`src/rtl/core/iee_ram.sv`:
```
module iee_ram #(
  parameter int Width = 32,
  parameter int Depth = 64
) (
  input  logic                     clk_i,
  input  logic                     we_i,
  input  logic [$clog2(Depth)-1:0] waddr_i,
  input  logic [Width-1:0]         wdata_i,
  input  logic [$clog2(Depth)-1:0] raddr_i,
  output logic [Width-1:0]         rdata_o
);

  logic [Width-1:0] mem_q [Depth];
  logic [Width-1:0] rdata_q;

  always_ff @(posedge clk_i) begin
    if (we_i) begin
      mem_q[waddr_i] <= wdata_i;
    end
    rdata_q <= mem_q[raddr_i];
  end

  assign rdata_o = rdata_q;

endmodule

```
`config.mk`:
```
export PLATFORM = sky130hd
export DESIGN_NAME = iee_ram
export DESIGN_NICKNAME = d
export VERILOG_FILES = /design/src/rtl/core/iee_ram.sv
export SDC_FILE = /design/constraint.sdc
export NUM_CORES = 2
export LEC_CHECK = 0
export BUFFER_PORTS_ARGS = -buffer_cell sky130_fd_sc_hd__buf_2
export CAP_MARGIN = 20
export CORE_ASPECT_RATIO = 0.9
export CORE_MARGIN = 8
export CORE_UTILIZATION = 50
export CTS_CLUSTER_SIZE = 14
export DETAILED_ROUTE_END_ITERATION = 10
export GPL_TIMING_DRIVEN = 0
export PLACE_DENSITY = 0.65
export REMOVE_ABC_BUFFERS = 1
export SLEW_MARGIN = 30
export SYNTH_ARGS = -nofsm -noshare
export SYNTH_HDL_FRONTEND = slang
export SYNTH_SLANG_ARGS = --single-unit
export TNS_END_PERCENT = 1
```
`constraint.sdc`:
```
create_clock -name clk_i -period 5.1 [get_ports clk_i]
set_input_delay 1.53 -clock clk_i [delete_from_list [all_inputs] [get_ports clk_i]]
set_output_delay 1.53 -clock clk_i [all_outputs]
set_load 0.005 [all_outputs]
```
-- Yosys cells after proc, flatten, opt, wreduce, memory -nomap -nowiden
Memory sizes are Yosys's and may differ from the RTL's. A register that Yosys moved wholly into a read port is not among the register bits.
Cells that the tools add are included.
- memories kept: 1
- latch bits: 0
- logic and storage cells: 3
- output and inout bits: 32
- bits in writable memories: 2048
- ROM bits: 0
- input bits: 46
- register bits: 0
- add/sub/neg operators: 0
- reduce and logical (&&, ||, !) cells: 0
- bitwise logic cells: 0
- divide/modulo/power cells: 0
- equality and inequality tests: 0
- muxes and demuxes: 2
- shifts and indexed selects: 0
- multipliers: 0
- magnitude comparators: 0
- memory list (memory ; depth ; width ; rd ports ; clocked after Yosys merged registers in ; write ports ; RTL line ; RTL):
    mem_q ; 64 ; 32 ; 1 ; 1 ; 1 ; 13 ; logic [Width-1:0] mem_q [Depth];
- operators by type and width (operator ; number):
    2-to-1 mux 1 bit ; 2

-- Depth between registers and ports, before layout
- word-level depth: 2
- mapped depth: 10
- mapped depth without buffers: 5

-- Worst setup path after synthesis
Ideal clock, no wire load.
- kind: input to register
- start point: in waddr_i[3]
- end point: mem mem_q[48][0], enable pin
- slack: 0.410 ns
- path buffers: 1
- data required time: 4.639 ns
- stages: 4
- arrival: 4.229 ns
- cell sequence: clkbuf_1 > nor2b_1 > nand4b_1 > nor3_1
- RTL lines (item ; RTL line ; RTL):
    start, declared ; 7 ; input logic [$clog2(Depth)-1:0] waddr_i,
    end, declared ; 13 ;
Straight into the memory's write port.

==> metrics.txt <==
placed cell area=85400 sq um; Max-Slew Margin vs Limit=0.245; status=finished, final reports clean; sw frac=0.209; FF-to-FF path depth=5; setup TNS=0 ps; Clock Skew=22.0 ps; Clk network pwr share=0.403; WL final=193000 microns; sequential power share=0.545; H-tree Lvls=4; die width=434 microns; #FFs+latches synth=2080; Leak Pwr=28.5 nW; clock latency on the worst-skew pair=810 ps; r2r setup slk=2570 ps; Finished Cell Area=91500 sq um; row cnt=138; core outline area=157000 sq um; Pint=27.5 mW; pin slew with the least headroom to its limit=1130 ps; Inserted Clock Buffers=193; min Tclk post-route=4730 ps; NetSw=7.26 mW; FF-to-FF End=rdata_o[29]; routability-driven placement congestion ratio=0.824; Ports=78; Die Height=392 microns; total power=34.8 mW; VDD IR max=0.330 mV; first-pass GRT wire length=275000 microns; antenna viol nets, final=0; register area=62100 sq um; Reg clk slew, reported paths=60 ps; Cell Pwr Density=380 nW/um^2; vias in the first global route=37.3k; RSZ-0062 raised after global routing=false; Hold Vio Cnt, Final=0; Final Util=0.585; Mapped Cells=3324; Yosys warning total=0; CTS tree=yes; fill count=10.8k; crit-path max FO=64; initial antenna violation count=19; worst r2r src=mem_q[39][29]; Combinational Power Share=0.052; Crit Path Category=in -> reg; Yosys cell types=34; Pins Over Slew Limit=0; vias per inst=6.31; final setup fails=0; Hold Startpoint=mem_q[29][17]; Post-DP HPWL=117000 microns; total gr overflow=0; Seq/Total Area, Yosys=0.791; Initial Utilization=0.501; die footprint=170000 sq um; share of the clock period used by the worst path after layout=0.927; clk sinks=2080; share of cells above drive strength 1=0.301; Max Cap Viol=0; WL/cell=33.1 microns; clk buf depth=3; All-Layer GR Usage=0.227; crit path capture type=flop; synthesized area=78500 sq um; Hold WS=751 ps; nets=3620; Layout area overhead=16.6%; CP startpoint kind=primary input; Residual DRC=0; Hold Crit Endpoint=rdata_o[17]; CP Data Required Time=5760 ps; Arr. time, crit path=5390 ps; WHS Path Cells=4; via count=36.9k; multi-input logic area=16000 sq um; Hold Crit Class=reg -> reg; f_max=211 MHz; pin count of the biggest net entering global routing=73; synthesized area per cell=23.6 sq um; Post-CTS Hold Buffers=0; PortBufs=77; Initial DRC Count=4851; clock root cell=clkbuf_16; Initial DRT Pass Iterations=5
synth_stat cells, drive strengths merged:
cell type / count / share of area
a22oi: 12 / 0.0011
mux4: 544 / 0.16
buf: 108 / 0.0077
nand4b: 1 / 0.00011
edfxtp: 2048 / 0.78
o22ai: 84 / 0.0067
and2: 2 / 0.00016
a311oi: 8 / 0.00089
a41o: 4 / 0.00051
a31oi: 1 / 0.000080
o32ai: 4 / 0.00045
o221ai: 27 / 0.0030
nand2b: 8 / 0.00064
a21oi: 62 / 0.0040
or2: 3 / 0.00024
nor2b: 15 / 0.0012
nand3b: 5 / 0.00048
nand2: 26 / 0.0012
nand4: 2 / 0.00016
clkbuf: 74 / 0.0035
nor3: 7 / 0.00045
or3b: 5 / 0.00056
and3: 4 / 0.00032
mux2i: 93 / 0.012
or3: 3 / 0.00024
dfxtp: 32 / 0.0082
nor2: 137 / 0.0065
nand3: 5 / 0.00032
timing repair:
action / in CTS / in global routing
cloned: 0 / 1
setup endpoints to repair: 1 / 9
resized for setup: 1 / 1
buffers inserted: 0 / 0
hold endpoints to repair: 0 / 0
flip-flops by register name, summed over array words and instances (netlist names):
signal,cells
mem_q,2048
rdata_o,32
worst max path at each step:
stage | from | to | slack, ps | cells after the start
after CTS | raddr_i[0] | rdata_o[24] | 120 | 9
after global placement | raddr_i[0] | rdata_o[29] | -17170 | 6
final | raddr_i[0] | rdata_o[31] | 370 | 10
after floorplan | we_i | mem_q[48][0] | 560 | 3
after global routing | raddr_i[0] | rdata_o[21] | 100 | 10
after detailed placement | raddr_i[0] | rdata_o[0] | -910 | 11
worst max-delay path, stage by stage:
cell and delay (ps):
buf_12 280, buf_16 360, buf_16 330, buf_16 340, buf_16 410, mux4_2 580, o221ai_1 280, a21oi_1 170
a21oi_1 770, nor2_1 110
per-layer routing:
metal / GRT usage / vias to the layer above / routed length, microns
met2: 0.357 / 1772 / 93300
met1: 0.319 / 19900 / 76500
met3: 0.0498 / 347 / 17100
met4: 0.0804 / 0 / 6490
li1: - / 14800 / -
met5: 0 / - / 0
per-stage QoR:
stage	cells	setup WS, ps
floorplan	3142	562
global placement	5319	-17170
detailed placement	5478	-907
CTS	5831	120
global route	5837	99.7
finish	5840	371
cells by family after synthesis:
family                 after synthesis  synth area share
multiplexers                       637             0.168
AND/OR/NAND/NOR                    223            0.0127
flip-flops                        2080             0.791
buffers and inverters              182            0.0113
AO/OA/AOI/OAI                      202            0.0167
placed cells by master, fill, tap and decap left out, types with 3 or more instances in the layout:
cell type / instances
or3b_2: 3
nor2_1: 74
bufinv_16: 11
buf_4: 43
clkinvlp_4: 3
a21oi_1: 57
o32ai_2: 3
buf_2: 41
mux4_2: 544
diode_2: 8
o221ai_1: 27
nor2_4: 63
clkbuf_8: 8
nand2_1: 24
nand3b_1: 5
a21oi_2: 5
clkbuf_16: 204
and3_1: 4
or2_2: 3
clkinv_2: 26
edfxtp_1: 2048
o22ai_1: 83
buf_12: 4
buf_16: 141
nor3_1: 5
or3_1: 3
clkinv_1: 40
nand3_1: 5
buf_8: 7
nand2b_1: 5
a22oi_1: 12
a311oi_1: 8
clkbuf_1: 59
dfxtp_1: 32
nor2b_1: 13
mux2i_1: 93
a41o_1: 4
power groups by stage:
stage / Clock, mW / Combinational [mW] / Sequential [mW]
global placement: 0 / 2.16 / 19.3
global route: 14.9 / 1.90 / 19.0
floorplan: 0 / 0.701 / 19.3
detailed placement: 0 / 1.81 / 19.3
CTS: 14.2 / 1.82 / 19.0
finish: 14.0 / 1.81 / 19.0
cell type report:
| class | count | share of cell area |
|---|---|---|
| well taps | 2100 | 0.0287 |
| clock inverters | 83 | 0.00739 |
| flip-flops and latches | 2080 | 0.679 |
| repair buffers | 237 | 0.0505 |
| clock buffers | 270 | 0.0591 |
| multi-input cells | 1062 | 0.175 |
| diodes | 8 | 0.000219 |
(Power assumes the default switching activity.)
