`src/rtl/core/iee_pkg.sv`:
```
package iee_pkg;

  localparam int StackDepthDef   = 64;
  localparam int ValueWidthDef   = 32;
  localparam int FractionBitsDef = 16;
  localparam int OutWidth        = 32;

  typedef enum logic [2:0] {
    TokNum   = 3'd0,
    TokAdd   = 3'd1,
    TokSub   = 3'd2,
    TokMul   = 3'd3,
    TokDiv   = 3'd4,
    TokOpen  = 3'd5,
    TokClose = 3'd6,
    TokEnd   = 3'd7
  } tok_e;

  typedef enum logic [2:0] {
    StOk       = 3'd0,
    StOverflow = 3'd1,
    StMissing  = 3'd2,
    StUnmatch  = 3'd3,
    StDivZero  = 3'd4
  } status_e;

  function automatic logic op_rank(input logic [2:0] op);
    return (op == TokMul) || (op == TokDiv);
  endfunction

endpackage

```
`src/rtl/core/iee_alu.sv`:
```
// Shared arithmetic unit: add/sub registered straight from idle, multiply over
// half-width partial products, divide one quotient bit per cycle.
module iee_alu import iee_pkg::*; #(
  parameter int ValueWidth   = ValueWidthDef,
  parameter int FractionBits = FractionBitsDef
) (
  input  logic                  clk_i,
  input  logic                  rst_ni,
  input  logic                  start_i,
  input  logic [2:0]            op_i,
  input  logic [ValueWidth-1:0] a_i,
  input  logic [ValueWidth-1:0] b_i,
  output logic                  done_o,
  output logic [ValueWidth-1:0] res_o,
  output logic                  div_zero_o
);

  localparam int W     = ValueWidth;
  localparam int PW    = 2 * W;
  localparam int DW    = W + FractionBits;
  localparam int HalfW = (W + 1) / 2;
  localparam int CntW  = $clog2(DW + 1);

  typedef enum logic [2:0] {
    AIdle, AMulLL, AMulLH, AMulHL, AMulHH, AMulFin, ADiv, ADone
  } alu_e;

  alu_e              state_q;
  logic              neg_q;
  logic [W-1:0]      ma_q, mb_q;
  logic [PW-1:0]     acc_q;
  logic [DW-1:0]     dvd_q;
  logic [W:0]        rem_q;
  logic [CntW-1:0]   cnt_q;
  logic [W-1:0]      res_q;
  logic              dz_q;

  logic [W-1:0]      ma_w, mb_w;
  logic              na_w, nb_w;
  logic [HalfW-1:0]  al, ah, bl, bh;
  logic [2*HalfW-1:0] pp;
  logic [W:0]        rsh, rsub;
  logic [W:0]        sum_w;

  assign na_w = a_i[W-1];
  assign nb_w = b_i[W-1];
  assign ma_w = na_w ? (~a_i + 1'b1) : a_i;
  assign mb_w = nb_w ? (~b_i + 1'b1) : b_i;

  assign al = HalfW'(ma_q);
  assign ah = HalfW'(ma_q >> HalfW);
  assign bl = HalfW'(mb_q);
  assign bh = HalfW'(mb_q >> HalfW);

  always_comb begin
    unique case (state_q)
      AMulLL:  pp = al * bl;
      AMulLH:  pp = al * bh;
      AMulHL:  pp = ah * bl;
      default: pp = ah * bh;
    endcase
  end

  assign rsh  = {rem_q[W-1:0], dvd_q[DW-1]};
  assign rsub = rsh - {1'b0, mb_q};

  // saturate a sign and wide magnitude to the signed range
  function automatic logic [W-1:0] sat(input logic neg, input logic ovf,
                                       input logic [W:0] m);
    logic [W:0] lim;
    logic [W:0] v;
    lim = neg ? {2'b01, {(W-1){1'b0}}} : {2'b00, {(W-1){1'b1}}};
    v = (ovf || (m > lim)) ? lim : m;
    return neg ? W'(~v + 1'b1) : W'(v);
  endfunction

  always_comb begin
    logic sa, sb;
    sa = na_w;
    sb = nb_w ^ (op_i == TokSub);
    if (sa == sb) sum_w = {1'b0, ma_w} + {1'b0, mb_w};
    else if (ma_w >= mb_w) sum_w = {1'b0, ma_w - mb_w};
    else sum_w = {1'b0, mb_w - ma_w};
  end

  always_ff @(posedge clk_i or negedge rst_ni) begin
    if (!rst_ni) begin
      state_q <= AIdle;
      dz_q    <= 1'b0;
    end else begin
      unique case (state_q)
        AIdle: if (start_i) begin
          ma_q  <= ma_w;
          mb_q  <= mb_w;
          acc_q <= '0;
          dz_q  <= 1'b0;
          neg_q <= na_w ^ nb_w;
          if (op_i == TokAdd || op_i == TokSub) begin
            if (na_w == (nb_w ^ (op_i == TokSub))) begin
              res_q <= sat(na_w, 1'b0, sum_w);
            end else if (ma_w >= mb_w) begin
              res_q <= sat(na_w, 1'b0, sum_w);
            end else begin
              res_q <= sat(nb_w ^ (op_i == TokSub), 1'b0, sum_w);
            end
            state_q <= ADone;
          end else if (op_i == TokMul) begin
            state_q <= AMulLL;
          end else if (mb_w == '0) begin
            dz_q    <= 1'b1;
            res_q   <= sat(na_w, 1'b1, '0);
            state_q <= ADone;
          end else begin
            dvd_q   <= {ma_w, {FractionBits{1'b0}}};
            rem_q   <= '0;
            cnt_q   <= CntW'(DW);
            state_q <= ADiv;
          end
        end
        AMulLL: begin
          acc_q   <= acc_q + PW'(pp);
          state_q <= AMulLH;
        end
        AMulLH: begin
          acc_q   <= acc_q + (PW'(pp) << HalfW);
          state_q <= AMulHL;
        end
        AMulHL: begin
          acc_q   <= acc_q + (PW'(pp) << HalfW);
          state_q <= AMulHH;
        end
        AMulHH: begin
          acc_q   <= acc_q + (PW'(pp) << (2 * HalfW));
          state_q <= AMulFin;
        end
        AMulFin: begin
          acc_q   <= acc_q >> FractionBits;
          state_q <= ADiv;
          cnt_q   <= '0;
        end
        ADiv: begin
          if (cnt_q == '0) begin
            // acc_q holds the quotient or the shifted product
            res_q   <= sat(neg_q, |acc_q[PW-1:W+1], acc_q[W:0]);
            state_q <= ADone;
          end else begin
            cnt_q <= cnt_q - 1'b1;
            dvd_q <= dvd_q << 1;
            if (!rsub[W]) begin
              rem_q <= rsub;
              acc_q <= {acc_q[PW-2:0], 1'b1};
            end else begin
              rem_q <= rsh;
              acc_q <= {acc_q[PW-2:0], 1'b0};
            end
          end
        end
        ADone: state_q <= AIdle;
        default: state_q <= AIdle;
      endcase
    end
  end

  assign done_o     = (state_q == ADone);
  assign res_o      = res_q;
  assign div_zero_o = dz_q;

  property p_done_pulse;
    @(posedge clk_i) disable iff (!rst_ni) done_o |=> !done_o;
  endproperty
  assert property (p_done_pulse) else $error("alu done held");

  property p_start_idle;
    @(posedge clk_i) disable iff (!rst_ni)
      (state_q == AIdle && start_i) |=> (state_q != AIdle);
  endproperty
  assert property (p_start_idle) else $error("alu start lost");

  property p_res_hold;
    @(posedge clk_i) disable iff (!rst_ni) done_o |=> $stable(res_q);
  endproperty
  assert property (p_res_hold) else $error("alu result moved");

endmodule

```
`config.mk`:
```
export PLATFORM = sky130hd
export DESIGN_NAME = iee_alu
export DESIGN_NICKNAME = d
export VERILOG_FILES = /design/src/rtl/core/iee_pkg.sv /design/src/rtl/core/iee_alu.sv
export SDC_FILE = /design/constraint.sdc
export NUM_CORES = 2
export LEC_CHECK = 0
export BUFFER_PORTS_ARGS = -buffer_cell sky130_fd_sc_hd__buf_4
export CORE_ASPECT_RATIO = 0.5
export CORE_MARGIN = 2
export CORE_UTILIZATION = 40
export DETAILED_ROUTE_END_ITERATION = 16
export SETUP_SLACK_MARGIN = 0.05
export SKIP_CTS_REPAIR_TIMING = 1
export SKIP_LAST_GASP = 1
export SLEW_MARGIN = 30
export SYNTH_ARGS = -nofsm -noshare
export SYNTH_HDL_FRONTEND = slang
export SYNTH_SLANG_ARGS = --single-unit
```
`constraint.sdc`:
```
create_clock -name clk_i -period 21.8 [get_ports clk_i]
set_clock_uncertainty 0.2 [all_clocks]
set_input_delay 2.18 -clock clk_i [delete_from_list [all_inputs] [get_ports clk_i]]
set_output_delay 2.18 -clock clk_i [all_outputs]
set_load 0.02 [all_outputs]
```
Word-level counts from Yosys, hierarchy flattened
Index checks and enable logic that the tools add are counted.
{"block": "op_classes", "add_sub_neg": 14, "mul": 4, "order_cmp": 4, "eq_ne": 19, "muxes": 55, "bitwise": 8, "n_reduce_logical": 17}
{"cell": "$mux 32", "count": 26}
{"cell": "$pmux 64 s6", "count": 1}
{"cell": "$mux 48", "count": 5}
{"cell": "$add 32x1->32 const B", "count": 6}
{"cell": "$not 32->32", "count": 6}
{"cell": "$mul 16x16->32", "count": 4}
{"cell": "$mux 64", "count": 2}
{"cell": "$pmux 32 s2", "count": 2}
{"cell": "$gt 33x32->1", "count": 3}
{"cell": "$pmux 32 s3", "count": 1}
{"cell": "$pmux 48 s2", "count": 1}
{"cell": "$add 64x32->64", "count": 1}
{"cell": "$add 64x48->64", "count": 1}
{"cell": "$add 64x64->64", "count": 1}
{"cell": "$sub 32x32->32", "count": 2}
{"cell": "$add 32x32->33", "count": 1}
{"cell": "$mux 33", "count": 1}
{"cell": "$sub 33x32->33", "count": 1}
{"cell": "$ge 32x32->1", "count": 1}
{"cell": "$logic_not 32->1", "count": 1}
{"cell": "$reduce_or 31->1", "count": 1}
{"cell": "$mux 6", "count": 5}
{"cell": "$pmux 3 s8", "count": 1}
{"cell": "$pmux 6 s3", "count": 1}
{"cell": "other kinds (22)", "count": 46}
{"block": "word_totals", "regBits": 251, "input_bits": 70, "out_inout_bits": 34, "word_cells": 131}

Longest topological paths before layout
{"block": "logic_depth", "word_depth": 16, "ltp_mapped": 47, "ltp_nobuf": 41}

Worst setup path before layout
Ideal clock, no wire load.
{"block": "synth_path", "kind": "input -> register", "startpoint": "input port a_i[8]", "endpoint": "register res_q[24], in the netlist res_o[24], data pin", "setup_time_ns": 0.255, "arrival_time_ns": 11.480, "t_required_ns": 21.345, "setup_slack_ns": 9.865, "stages": 43, "n_path_buf": 6, "cell_sequence": "or4_1 or3_1 nand2b_1 or4_1 or4_1 or4_1 o41ai_1 xor2_1 inv_1 ha_1 buf_4 inv_2 o31ai_4 o31ai_1 a21o_2 a21oi_2 buf_6 buf_4 [... 7 more ...] o211a_1 o2111ai_1 o211ai_1 a21boi_0 o31a_1 clkbuf_1 clkbuf_1 nand2_1 nand2_1 ha_1 clkbuf_1 nand2_1 nand2_1 a31oi_2 o21bai_1 nor4_1 a31oi_1 a31o_1"}
{"block": "synth_via", "elab_chain_cells": 16, "word_cells_on_any_way": 24, "classes_between": "6 x add/sub; 3 x order compare; 12 x mux; 3 x bitwise"}
{"item": "from (decl)", "line_no": "iee_alu.sv:11", "rtl": "input logic [ValueWidth-1:0] a_i,"}
{"item": "$not 32->32 *", "line_no": "iee_alu.sv:47", "rtl": "assign ma_w = na_w ? (~a_i + 1'b1) : a_i;"}
{"item": "$add 32x1->32 *", "line_no": "iee_alu.sv:47"}
{"item": "$mux 32 *", "line_no": "iee_alu.sv:47"}
{"item": "named net ma_w[26]", "line_no": "iee_alu.sv:38", "rtl": "logic [W-1:0] ma_w, mb_w;"}
{"item": "$sub 32x32->32, or another cell as far along", "line_no": "iee_alu.sv:83", "rtl": "else sum_w = {1'b0, mb_w - ma_w};"}
{"item": "$mux 32", "line_no": "iee_alu.sv:82", "rtl": "else if (ma_w >= mb_w) sum_w = {1'b0, ma_w - mb_w};"}
{"item": "$mux 33", "line_no": "iee_alu.sv:81", "rtl": "if (sa == sb) sum_w = {1'b0, ma_w} + {1'b0, mb_w};"}
{"item": "$gt 33x32->1", "line_no": "iee_alu.sv:73", "rtl": "v = (ovf || (m > lim)) ? lim : m;"}
{"item": "$mux 32", "line_no": "iee_alu.sv:73"}
{"item": "$not 32->32", "line_no": "iee_alu.sv:74", "rtl": "return neg ? W'(~v + 1'b1) : W'(v);"}
{"item": "$add 32x1->32", "line_no": "iee_alu.sv:74"}
{"item": "$mux 32", "line_no": "iee_alu.sv:74"}
{"item": "$mux 32", "line_no": "iee_alu.sv:101", "rtl": "end else if (ma_w >= mb_w) begin"}
{"item": "$mux 32 *", "line_no": "iee_alu.sv:99", "rtl": "if (na_w == (nb_w ^ (op_i == TokSub))) begin"}
{"item": "$mux 32 *", "line_no": "iee_alu.sv:98", "rtl": "if (op_i == TokAdd || op_i == TokSub) begin"}
{"item": "$mux 32 *", "line_no": "iee_alu.sv:92", "rtl": "AIdle: if (start_i) begin"}
{"item": "$pmux 32 s2 *", "line_no": "iee_alu.sv:91", "rtl": "unique case (state_q)"}
{"item": "to (signal assigned)", "line_no": "iee_alu.sv:100", "rtl": "res_q <= sat(na_w, 1'b0, sum_w);"}
{"item": "to (signal assigned)", "line_no": "iee_alu.sv:102", "rtl": "res_q <= sat(na_w, 1'b0, sum_w);"}
{"item": "to (signal assigned)", "line_no": "iee_alu.sv:104", "rtl": "res_q <= sat(nb_w ^ (op_i == TokSub), 1'b0, sum_w);"}
{"item": "to (decl)", "line_no": "iee_alu.sv:35", "rtl": "logic [W-1:0] res_q;"}
The timed path passes the listed nets; every way through them passes the cells marked *. The select of a mux whose other input is x is not followed.
A chain may end at the register's enable or synchronous reset.

Final worst setup path
{"block": "layout_path", "startpoint": "input port a_i[3]", "endpoint": "register res_q[30], in the netlist res_o[30], data pin"}
The elaborated chain is that of the path after synthesis.

==> results.py <==
metrics = {
    "sta": {
        "slew_viol_final": 0,
        "fin_tns_setup_ns": 0,
        "finalCritPeriodShare": 0.6585,
        "grt_setup_unrepaired": "false",
        "hold_violations": 0,
        "period_needed_ns": 14.36,
        "relSlewSlack": 0.2263,
        "fmax_mhz": 69.66,
        "setup_viol_count_final": 0,
        "worst_pin_slew_ns": 1.153,
    },
    "cells_and_area": {
        "n_fill_cell": 16170,
        "layout.nets": 9354,
        "syn_to_final_growth_pct": 7.189,
        "drive_gt1_frac": 0.05679,
    },
    "setup_path": {
        "cp_slowest_stage_delay_ns": 0.60,
        "cp-start-kind": "input port",
        "crit_type": "input port to register",
        "crit_arrival_ns": 14.48,
        "path_max_fanout": 43,
        "r2r-end": "acc_q[63]",
        "slowest_stage": "xnor2_1",
        "endpoint_kind": "register",
        "r2r-start": "mb_q[4]",
        "rrSetupSlack_ns": 10.11,
        "rr_worst_depth": 34,
        "crit_required_ns": 21.92,
    },
    "logic_synthesis": {
        "synth.top_cell.area_share": 0.2437,
        "yosysMostFrequentCell": "inv_1",
        "synth_area_sq_um": 64330,
        "ys_top_cells_by_area": "fa_1, ha_1, edfxtp_1, inv_1, nand2_1",
        "synth-edff-count": 231,
        "yosysSeqAreaShare": 0.1094,
        "synth_top_area_cell": "fa_1",
        "syn-instance-count": 7849,
        "ys_async_sr_fraction": 0.01702,
        "yosys_register_bits": 235,
        "syn_nets": 9444,
        "synthDistinctLibCells": 108,
        "netlist_top_cells_count": "inv_1, nand2_1, fa_1",
        "avgSynthCellArea_sq_um": 8.196,
        "synth_warnings": 0,
        "synth-main-ff-cell": "edfxtp_1",
    },
    "die": {
        "coreArea_sq_um": 158800,
        "die_h_microns": 287.6,
        "start_util": 0.4052,
        "ios": 104,
        "die_area_sq_um": 164200,
        "rows": 103,
        "die_w_microns": 571.1,
    },
    "global_routing": {
        "grt_pass1_vias": 56820,
        "grt_util_all_layers": 0.2831,
        "grt_max_degree": 72,
        "grt_pass1_wl_microns": 355500,
        "gr-total-overflow": 0,
        "antenna_found_initial": 11,
    },
    "hold_path": {
        "holdPathEnd": "div_zero_o",
        "hold_depth": 2,
        "hold_class": "register to register",
        "worstHoldStart": "div_zero_o",
    },
    "routing": {
        "drtIter0Drc": 5960,
        "viasPerCell": 5.857,
        "drt_pass1_iterations": 6,
        "ant_nets": 0,
        "vias": 58230,
        "drc": 0,
        "wire_per_inst_microns": 23.50,
        "drt_wl_total_microns": 233600,
    },
    "cts": {
        "insertion_delay_ns": 0.56,
        "cts_buffers": 35,
        "cts_tree": "built",
        "cts_max_path_buffers": 3,
        "cts.clk_slew.worst_paths_ns": 0.06,
        "cts_sinks": 235,
        "cts_max_level": 2,
        "root_buffer": "clkbuf_16",
    },
    "place": {
        "dp_hpwl_microns": 176100,
        "portBuffers": 103,
        "gp_congestion": 0.9581,
    },
    "job": {
        "drv_cap": 0,
    },
    "status": {
        "status": "finished clean",
    },
}
==> kinds of logic after synthesis <==
kind of cell	count (synthesis)	synth area share
and+or+nand+nor	2482	0.1880
AOI/OAI and AO/OA	1680	0.1703
buffers and inverters	1554	0.09181
adders and majority gates	1525	0.3880
xor gates and xnor gates	333	0.04598
DFF	235	0.1094
muxes	40	0.006496
==> layout make-up <==
cell class	count	area, sq um	share of cell area
clock buffers	38	887.1	0.01287
well taps	2152	2693	0.03905
diodes	6	15.01	0.0002178
flip-flops and latches	235	7039	0.1021
repair buffers	272	2057	0.02983
multi-input cells	6060	51630	0.7487
clock inverters	23	300.3	0.004355
inverters	1155	4335	0.06288
==> flip-flops by register name (all words and copies together) (netlist names) <==
register    cells
div_zero_o      1
cnt_q           6
mb_q           32
ma_q           32
rem_q          32
acc_q          64
res_o          32
state_q         3
neg_q           1
dvd_q          32
==> cell usage in the layout, fill, tap and decap left out, drive strengths merged, types with 64 or more instances in the layout <==
master / n
a21o: 146
a21oi: 475
a31oi: 64
and2: 461
buf: 272
edfxtp: 231
fa: 783
ha: 742
inv: 1155
nand2: 971
nand3: 122
nand4: 80
nor2: 375
nor3: 117
o21ai: 329
xnor2: 186
xor2: 147
==> worst max-delay path by stage <==
| stage | startpoint | cells after the start | to |
|---|---|---|---|
| 6_report | a_i[3] | 38 | res_o[30] |
| 5_1_grt | a_i[3] | 38 | res_o[30] |
| 4_1_cts | a_i[3] | 39 | res_o[30] |
| 3_5_place_dp | a_i[3] | 39 | res_o[30] |
| 3_3_place_gp | a_i[3] | 39 | res_o[30] |
| 2_1_floorplan | a_i[8] | 43 | res_o[24] |
==> layer usage <==
layer,track usage,routed length [microns],vias up
met4,0.09392,8566,6
li1,-,-,26180
met2,0.4380,100900,2500
met5,0,42,-
met1,0.4012,102700,29110
met3,0.04609,21420,433
==> stage by stage <==
stage	util	cell area, sq um	worst slack (ns)	hold WS (ns)	instances
floorplan	-	64330	9.865	0.3248	7849
global placement	0.4261	67650	7.104	0.2664	9871
detailed placement	0.4264	67700	7.087	0.2747	9872
CTS	0.4339	68890	7.653	0.2882	9933
global route	0.4342	68940	6.850	0.3329	9936
finish	0.4343	68950	7.444	0.2868	9941
==> worst max-delay path, delay by kind of cell <==
kind            cells  cell delay [ns]
simple gates       13             4.58
mux                 1             0.32
compound gates     13             3.16
fa+ha+maj           3             1.55
xor+xnor            2             0.87
buf+inv             6             1.75
Power is not shown: default switching activity piles up to over one toggle a cycle in this logic, so the estimate is an artifact.
